$ cat config.mk
export PLATFORM = sky130hd
export DESIGN_NAME = http_chunked_body_decoder
export DESIGN_NICKNAME = d
export VERILOG_FILES = /design/src/design/hcbd_pkg.sv /design/src/design/hcbd_front.sv /design/src/design/hcbd_queue.sv /design/src/design/hcbd_back.sv /design/src/design/http_chunked_body_decoder.sv
export SDC_FILE = /design/constraint.sdc
export NUM_CORES = 1
export LEC_CHECK = 0
export ABC_AREA = 1
export BUFFER_PORTS_ARGS = -buffer_cell sky130_fd_sc_hd__buf_2
export CAP_MARGIN = 25
export CORE_MARGIN = 2
export CORE_UTILIZATION = 58
export CTS_BUF_LIST = sky130_fd_sc_hd__clkbuf_4 sky130_fd_sc_hd__clkbuf_8
export CTS_CLUSTER_DIAMETER = 40
export DETAILED_ROUTE_END_ITERATION = 6
export GPL_TIMING_DRIVEN = 0
export PLACE_DENSITY = 0.9
export SLEW_MARGIN = 20
export SYNTH_ARGS = -nofsm -noshare
export SYNTH_HDL_FRONTEND = slang
export SYNTH_SLANG_ARGS = --single-unit
$ cat constraint.sdc
create_clock -name clk -period 2.15 [get_ports clk]
set_clock_uncertainty 0.05 [all_clocks]
set_input_delay 0.1075 -clock clk [delete_from_list [all_inputs] [get_ports clk]]
set_output_delay 0.1075 -clock clk [all_outputs]
set_load 0.005 [all_outputs]
$ cat src/design/hcbd_pkg.sv
`default_nettype none

package hcbd_pkg;

    // Default width of the chunk size and of the payload byte counter.
    localparam int SIZE_WIDTH_DEF = 32;

    // Default number of entries in the queue between front and back end.
    localparam int QUEUE_DEPTH_DEF = 4;

    // Characters of the chunk-size line.
    localparam logic [7:0] CHAR_CR = 8'h0D;
    localparam logic [7:0] CHAR_LF = 8'h0A;

    // Number of bytes skipped after each chunk's payload.
    localparam logic [1:0] SKIP_COUNT = 2'd2;

    // Body status codes.
    localparam logic [1:0] ST_IN_PROGRESS = 2'd0;
    localparam logic [1:0] ST_COMPLETE    = 2'd1;
    localparam logic [1:0] ST_INCOMPLETE  = 2'd2;

    // One received body byte.
    typedef struct packed {
        logic [7:0] in_byte;
        logic       final_byte;
    } in_item_t;

    // One decoder result.
    typedef struct packed {
        logic [7:0] out_byte;
        logic       byte_valid;
        logic [1:0] body_status;
    } out_item_t;

    // A received byte after classification by the front end.
    typedef struct packed {
        logic [7:0] ch;
        logic       final_byte;
        logic       is_hex;
        logic [3:0] hex_val;
        logic       is_cr;
        logic       is_lf;
    } cls_item_t;

    // Decoder phases.
    typedef enum logic [5:0] {
        PH_LINE    = 6'b000001,
        PH_LINE_CR = 6'b000010,
        PH_DATA    = 6'b000100,
        PH_SKIP    = 6'b001000,
        PH_DONE    = 6'b010000,
        PH_ENDED   = 6'b100000
    } phase_t;

endpackage

`default_nettype wire

$ cat src/design/hcbd_front.sv
`default_nettype none

module hcbd_front
    import hcbd_pkg::*;
(
    input  wire logic      body_valid,
    output logic           body_stall,
    input  wire in_item_t  body_item,
    input  wire logic      queue_full,
    output logic           push,
    output cls_item_t      push_item
);

    // Returns {is_hex, value} for one character.
    function automatic logic [4:0] hex_decode(input logic [7:0] c);
        logic [4:0] r;
        r = 5'd0;
        if (c >= 8'h30 && c <= 8'h39) begin
            r = {1'b1, 4'(c - 8'h30)};
        end else if (c >= 8'h61 && c <= 8'h66) begin
            r = {1'b1, 4'(c - 8'h57)};
        end else if (c >= 8'h41 && c <= 8'h46) begin
            r = {1'b1, 4'(c - 8'h37)};
        end
        return r;
    endfunction

    logic [4:0] hex_res;

    // Accept an item whenever the queue has room.
    assign body_stall = queue_full;
    assign push       = body_valid && !queue_full;

    // Classify the byte so the back end only sees flags.
    assign hex_res = hex_decode(body_item.in_byte);

    always_comb
    begin
        push_item.ch         = body_item.in_byte;
        push_item.final_byte = body_item.final_byte;
        push_item.is_hex     = hex_res[4];
        push_item.hex_val    = hex_res[3:0];
        push_item.is_cr      = (body_item.in_byte == CHAR_CR);
        push_item.is_lf      = (body_item.in_byte == CHAR_LF);
    end

endmodule

`default_nettype wire

$ cat src/design/hcbd_queue.sv
`default_nettype none

module hcbd_queue
    import hcbd_pkg::*;
#(
    parameter int DEPTH = QUEUE_DEPTH_DEF
)
(
    input  wire logic      clk,
    input  wire logic      rst_n,
    input  wire logic      push,
    input  wire cls_item_t push_item,
    output logic           full,
    input  wire logic      pop,
    output cls_item_t      head_item,
    output logic           empty
);

    localparam int PTR_W = (DEPTH > 1) ? $clog2(DEPTH) : 1;
    localparam int CNT_W = $clog2(DEPTH + 1);

    cls_item_t          mem_reg [DEPTH];
    logic [PTR_W-1:0]   wr_ptr_reg, wr_ptr_next;
    logic [PTR_W-1:0]   rd_ptr_reg, rd_ptr_next;
    logic [CNT_W-1:0]   count_reg, count_next;

    assign full      = (count_reg == CNT_W'(DEPTH));
    assign empty     = (count_reg == '0);
    assign head_item = mem_reg[rd_ptr_reg];

    // Pointer and fill count updates.
    always_comb
    begin
        wr_ptr_next = wr_ptr_reg;
        rd_ptr_next = rd_ptr_reg;
        count_next  = count_reg;
        if (push) begin
            wr_ptr_next = (wr_ptr_reg == PTR_W'(DEPTH - 1)) ? '0 : wr_ptr_reg + 1'b1;
        end
        if (pop) begin
            rd_ptr_next = (rd_ptr_reg == PTR_W'(DEPTH - 1)) ? '0 : rd_ptr_reg + 1'b1;
        end
        if (push && !pop) begin
            count_next = count_reg + 1'b1;
        end else if (pop && !push) begin
            count_next = count_reg - 1'b1;
        end
    end

    always_ff @(posedge clk or negedge rst_n)
    begin
        if (!rst_n) begin
            wr_ptr_reg <= '0;
            rd_ptr_reg <= '0;
            count_reg  <= '0;
        end else begin
            wr_ptr_reg <= wr_ptr_next;
            rd_ptr_reg <= rd_ptr_next;
            count_reg  <= count_next;
        end
    end

    // Entry storage needs no reset.
    always_ff @(posedge clk)
    begin
        if (push) begin
            mem_reg[wr_ptr_reg] <= push_item;
        end
    end

endmodule

`default_nettype wire

$ cat src/design/hcbd_back.sv
`default_nettype none

module hcbd_back
    import hcbd_pkg::*;
#(
    parameter int SIZE_WIDTH = SIZE_WIDTH_DEF
)
(
    input  wire logic      clk,
    input  wire logic      rst_n,
    input  wire logic      queue_empty,
    input  wire cls_item_t head_item,
    output logic           pop,
    output logic           result_valid,
    input  wire logic      result_stall,
    output out_item_t      result_item
);

    phase_t                 phase_reg, phase_next;
    logic [SIZE_WIDTH-1:0]  accum_reg, accum_next;
    logic                   stopped_reg, stopped_next;
    logic [SIZE_WIDTH-1:0]  left_reg, left_next;
    logic [1:0]             skip_reg, skip_next;
    logic                   res_valid_reg;
    out_item_t              res_item_reg;

    logic                   out_free;
    logic                   active;
    logic                   emit;
    logic                   pass_byte;
    logic [1:0]             status;
    logic                   sat;
    logic [SIZE_WIDTH-1:0]  shifted;

    // The output register frees when empty or when its item is taken.
    assign out_free     = !res_valid_reg || !result_stall;
    assign pop          = !queue_empty && out_free;
    assign active       = pop && (phase_reg != PH_DONE) && (phase_reg != PH_ENDED);
    assign result_valid = res_valid_reg;
    assign result_item  = res_item_reg;

    // Saturating size accumulation: overflow shows in the top hex digit.
    assign sat     = (accum_reg[SIZE_WIDTH-1 -: 4] != 4'd0);
    assign shifted = {accum_reg[SIZE_WIDTH-5:0], head_item.hex_val};

    // Chunk decoding state machine, one item per cycle while the queue is not empty and the output register is free.
    always_comb
    begin
        phase_next   = phase_reg;
        accum_next   = accum_reg;
        stopped_next = stopped_reg;
        left_next    = left_reg;
        skip_next    = skip_reg;
        emit         = 1'b0;
        pass_byte    = 1'b0;
        status       = ST_IN_PROGRESS;
        if (active) begin
            unique case (phase_reg)
                PH_LINE:
                begin
                    if (head_item.is_cr) begin
                        phase_next = PH_LINE_CR;
                    end else if (!stopped_reg && head_item.is_hex) begin
                        accum_next = sat ? '1 : shifted;
                    end else begin
                        stopped_next = 1'b1;
                    end
                end
                PH_LINE_CR:
                begin
                    if (head_item.is_lf) begin
                        if (accum_reg == '0) begin
                            phase_next = PH_DONE;
                            status     = ST_COMPLETE;
                            emit       = 1'b1;
                        end else begin
                            left_next  = accum_reg;
                            phase_next = PH_DATA;
                        end
                        accum_next   = '0;
                        stopped_next = 1'b0;
                    end else begin
                        // A lone CR belongs to the line and stops the digits.
                        stopped_next = 1'b1;
                        if (!head_item.is_cr) begin
                            phase_next = PH_LINE;
                        end
                    end
                end
                PH_DATA:
                begin
                    pass_byte = 1'b1;
                    emit      = 1'b1;
                    left_next = left_reg - 1'b1;
                    if (left_reg == SIZE_WIDTH'(1)) begin
                        skip_next  = SKIP_COUNT;
                        phase_next = PH_SKIP;
                    end
                end
                PH_SKIP:
                begin
                    skip_next = skip_reg - 1'b1;
                    if (skip_reg == 2'd1) begin
                        phase_next = PH_LINE;
                    end
                end
                default:
                begin
                end
            endcase
            // The last byte before close ends the body unless it completed it.
            if (head_item.final_byte && phase_next != PH_DONE) begin
                phase_next = PH_ENDED;
                status     = ST_INCOMPLETE;
                emit       = 1'b1;
            end
        end
    end

    always_ff @(posedge clk or negedge rst_n)
    begin
        if (!rst_n) begin
            phase_reg     <= PH_LINE;
            accum_reg     <= '0;
            stopped_reg   <= 1'b0;
            left_reg      <= '0;
            skip_reg      <= '0;
            res_valid_reg <= 1'b0;
        end else begin
            phase_reg   <= phase_next;
            accum_reg   <= accum_next;
            stopped_reg <= stopped_next;
            left_reg    <= left_next;
            skip_reg    <= skip_next;
            if (out_free) begin
                res_valid_reg <= emit;
            end
        end
    end

    // Result payload register.
    always_ff @(posedge clk)
    begin
        if (out_free && emit) begin
            res_item_reg.out_byte    <= pass_byte ? head_item.ch : 8'd0;
            res_item_reg.byte_valid  <= pass_byte;
            res_item_reg.body_status <= status;
        end
    end

endmodule

`default_nettype wire

$ cat src/design/http_chunked_body_decoder.sv
// A byte is written into the queue, and its result is then registered in the back end.
// Throughput: one byte per cycle unless results are stalled and the queue fills.
// The input stalls only when the queue (four entries by default) is full because results are stalled.
// Reset clears the phase, size and counters, the queue and the output valid flag;
// payload registers are not reset and there is no clearing pass.
`default_nettype none

module http_chunked_body_decoder
    import hcbd_pkg::*;
#(
    parameter int SIZE_WIDTH  = SIZE_WIDTH_DEF,
    parameter int QUEUE_DEPTH = QUEUE_DEPTH_DEF
)
(
    input  wire logic      clk,
    input  wire logic      rst_n,
    input  wire logic      body_valid,
    output logic           body_stall,
    input  wire in_item_t  body_item,
    output logic           result_valid,
    input  wire logic      result_stall,
    output out_item_t      result_item
);

    logic      q_push;
    cls_item_t q_push_item;
    logic      q_full;
    logic      q_pop;
    cls_item_t q_head_item;
    logic      q_empty;

    // Front end: accepts and classifies bytes.
    hcbd_front u_front (
        .body_valid (body_valid),
        .body_stall (body_stall),
        .body_item  (body_item),
        .queue_full (q_full),
        .push       (q_push),
        .push_item  (q_push_item)
    );

    // Queue decoupling the two ends.
    hcbd_queue #(
        .DEPTH (QUEUE_DEPTH)
    ) u_queue (
        .clk       (clk),
        .rst_n     (rst_n),
        .push      (q_push),
        .push_item (q_push_item),
        .full      (q_full),
        .pop       (q_pop),
        .head_item (q_head_item),
        .empty     (q_empty)
    );

    // Back end: chunk decoding and result register.
    hcbd_back #(
        .SIZE_WIDTH (SIZE_WIDTH)
    ) u_back (
        .clk          (clk),
        .rst_n        (rst_n),
        .queue_empty  (q_empty),
        .head_item    (q_head_item),
        .pop          (q_pop),
        .result_valid (result_valid),
        .result_stall (result_stall),
        .result_item  (result_item)
    );

endmodule

`default_nettype wire

==> results.py <==
metrics = {
    "synthesis": {
        "netlist_instances": 891,
        "synth-edff-count": 75,
        "yosysMostFrequentCell": "nand2_1",
        "yosysTopAreaCell": "edfxtp_1",
        "yosys-top-cells-count": "156 x nand2_1, 140 x nor2_1, 106 x o21ai_0",
        "synth_top_cell_area_share_pct": 28.7,
        "synth_seq_cells": 156,
        "synth_cell_types": 48,
        "syn_avg_cell_area_um2": 8.82,
        "async_flop_share_pct": 51.9,
        "ys.flop_type": "dfrtp_1",
        "yosysSeqAreaShare_pct": 54.5,
        "syn_nets": 918,
        "yosys_warnings": 0,
        "synthTopCellsByArea": "edfxtp_1 29%, dfrtp_1 25%, nand2_1 7.5%",
        "synth_area_mm2": 0.00786,
    },
    "final_layout": {
        "multi_input_comb_area_mm2": 0.00334,
        "fill_cells": 831,
        "layout-drive-gt1-share_pct": 20.9,
        "num-nets-final": 1005,
        "largest_reg_flops": 64,
        "seqCellArea_mm2": 0.00429,
        "area_growth_pct": 17.9,
        "antenna_cells": 0,
    },
    "cts": {
        "cts_tree": "done",
        "cts.sinks": 156,
        "htree_levels": 4,
        "cts_buffers": 17,
        "clock_path_buffers": 2,
        "cts.reportedPaths.clkPinSlew_ns": 0.10,
        "cts_root_buf": "clkbuf_8",
        "clkLatencyLatePin_ns": 0.48,
    },
    "critical_path": {
        "cp_max_fo": 5,
        "cp_data_required_time_ns": 2.45,
        "cp.depth": 11,
        "end_kind": "register",
        "reg2reg_depth": 11,
        "crit_arrival_ns": 2.54,
        "crit_type": "register to register",
        "path_cells": "nor2_2 -> nand2_1 -> nor2_2 -> nand2_2 -> o21ai_4 -> nand2_2 -> a21oi_2 -> nand3_4 -> nand3_4 -> buf_4 -> nand3_1",
        "start_kind": "register",
        "critPathMaxStageDelay_ns": 0.46,
        "critPathSlowestCell": "dfrtp_1",
        "critical_path.top_delay_family": "simple AND/OR/NAND/NOR gates",
        "cp_num_buf_inv": 1,
    },
    "detailed_routing": {
        "firstDrtPassIters": 7,
        "drt-initial-drc-count": 1157,
        "drt_wl_total_um": 21100,
        "viasPerCell": 5.98,
        "drcViolationCount": 7,
        "antenna_left": 0,
        "wire_per_inst_um": 18.1,
        "vias": 6981,
    },
    "sta": {
        "tightest_slew_ns": 1.16,
        "relSlewSlack_pct": 22.1,
        "hold_violations": 0,
        "finalWorstSetupSlack_ns": -0.0915,
        "rsz0062_at_grt": "true",
        "drv_slew": 0,
        "fmax_mhz": 446,
        "period_needed_ns": 2.24,
        "timing.final.crit_share_pct": 104,
        "setup_violations": 19,
    },
    "die": {
        "io_pins": 26,
        "core_mm2": 0.0132,
        "fp.dieH_um": 120,
        "initial_utilization_pct": 59.3,
        "dieArea_mm2": 0.0145,
        "rows": 42,
        "dieWidth_um": 120,
    },
    "global_routing": {
        "grtUsageTotal_pct": 27.5,
        "grt_pass1_wl_um": 30900,
        "first_global_vias": 6393,
        "antenna_found_initial": 0,
        "overflow": 0,
        "grt_max_degree": 57,
    },
    "placement": {
        "io_buffer_count": 25,
        "place_congestion": 0.938,
        "pre_cts_ws_ns": -0.391,
        "place_hpwl_um": 12500,
    },
    "power_and_ir_drop": {
        "leakage_uw": 0.00387,
        "finalPower_uw": 7660,
        "p_switching_uw": 2700,
        "swShare_pct": 35.3,
        "seq_power_share_pct": 47.8,
        "ir_worst_vdd_mv": 0.727,
        "power_frac_comb_pct": 24.7,
        "clkPwrFrac_pct": 27.6,
        "p_per_area_mw_per_mm2": 826,
        "power.internal_uw": 4950,
    },
    "outcome": {
        "violations": "DRC, setup timing",
        "status": "finished, violations left",
    },
    "min_path": {
        "hold_class": "input pin to register",
        "hold_depth": 4,
    },
    "flow_run": {
        "cap_violations": 0,
    },
}
## stage by stage
stage	setup TNS (ns)	cell area, um^2	cells	util [%]	hold WS, ns
2_1_floorplan	0	7860	891	-	-0.238
3_3_place_gp	-29.70	8200	1092	61.9	0.291
3_5_place_dp	-6.43	8270	1095	62.5	-0.00860
4_1_cts	-1.87	8820	1142	66.6	0.0253
5_1_grt	-5.07	9260	1167	70.0	0.0639
6_report	-0.965	9260	1167	70.0	0.00200
## power by group through the flow
| stage | logic (uW) | clock network, uW | registers (uW) |
|---|---|---|---|
| 6_report | 1890 | 2110 | 3660 |
| 5_1_grt | 2050 | 2230 | 3680 |
| 4_1_cts | 1670 | 2090 | 3630 |
| 3_5_place_dp | 1590 | 0 | 3680 |
| 3_3_place_gp | 1460 | 0 | 3680 |
| 2_1_floorplan | 1070 | 0 | 3650 |
## what timing repair did
action                                  in CTS  in global routing
hold buffers                                11                  0
hold endpoints to repair                   117                  0
endpoints found under the setup margin      58                126
resized for setup                           12                 82
pin swaps                                    1                 27
buffers inserted                             3                 25
cloned                                       1                  0
## final cells by class
cell class / instances / area share (%)
clock inverters: 14 / 1.36
clock buffers: 18 / 2.61
flip-flops and latches: 156 / 46.3
repair buffers: 67 / 5.46
inverters: 88 / 3.70
plain buffers: 34 / 2.17
multi-input cells: 614 / 36.0
well taps: 176 / 2.38
## layer usage
layer	track usage [%]	wire length, um	vias up
li1	-	-	3160
met1	34.1	7850	3264
met2	45.0	10400	466
met3	5.75	1960	91
met4	15.1	861	0
met5	0	0	-
## cell families (layout without fill, tap and decap cells)
group | Yosys count | in the layout | synth area share (%)
compound gates | 202 | 202 | 14.2
simple gates | 377 | 378 | 20.1
mux | 1 | 1 | 0.143
fa+ha+maj | 14 | 14 | 2.33
flops | 156 | 156 | 54.5
xor+xnor | 19 | 19 | 2.12
buf+inv | 122 | 221 | 6.53
## worst paths after layout
kind                       slack, ns                            start                                 to
setup / recovery               -0.09  u_back.left_reg[22]$_DFFE_PN0P_    u_back.result_valid$_DFFE_PN0N_
hold / removal                 0.002                       body_valid  u_queue.wr_ptr_reg[0]$_DFFE_PN0P_
setup reg to reg               -0.09  u_back.left_reg[22]$_DFFE_PN0P_    u_back.result_valid$_DFFE_PN0N_
hold reg to reg                 0.45   u_back.skip_reg[0]$_DFFE_PN0P_     u_back.skip_reg[0]$_DFFE_PN0P_
max in group asynchronous       1.39                            rst_n    u_back.phase_reg[0]$_DFFE_PN1P_
min in group asynchronous       0.02                            rst_n    u_back.left_reg[27]$_DFFE_PN0P_
## worst register-to-register path: stages, from the launching register on
cell and delay, ns:
dfrtp_1 0.46, nor2_2 0.18, nand2_1 0.12, nor2_2 0.18, nand2_2 0.12, o21ai_4 0.21, nand2_2 0.10, a21oi_2 0.19
nand3_4 0.11, nand3_4 0.16, buf_4 0.13, nand3_1 0.09
## layout by cell type, fill, tap and decap left out, types with 17 or more instances in the layout
cell      instances
o21ai_1          37
clkbuf_8         17
edfxtp_1         75
buf_2            29
inv_1            72
a21oi_1          28
buf_4            31
dfrtp_1          75
nand3_1          34
nor2_2           20
nor2_1          118
nand2_1         144
o21ai_0         103
No activity file was read; power rests on OpenSTA's default activity.
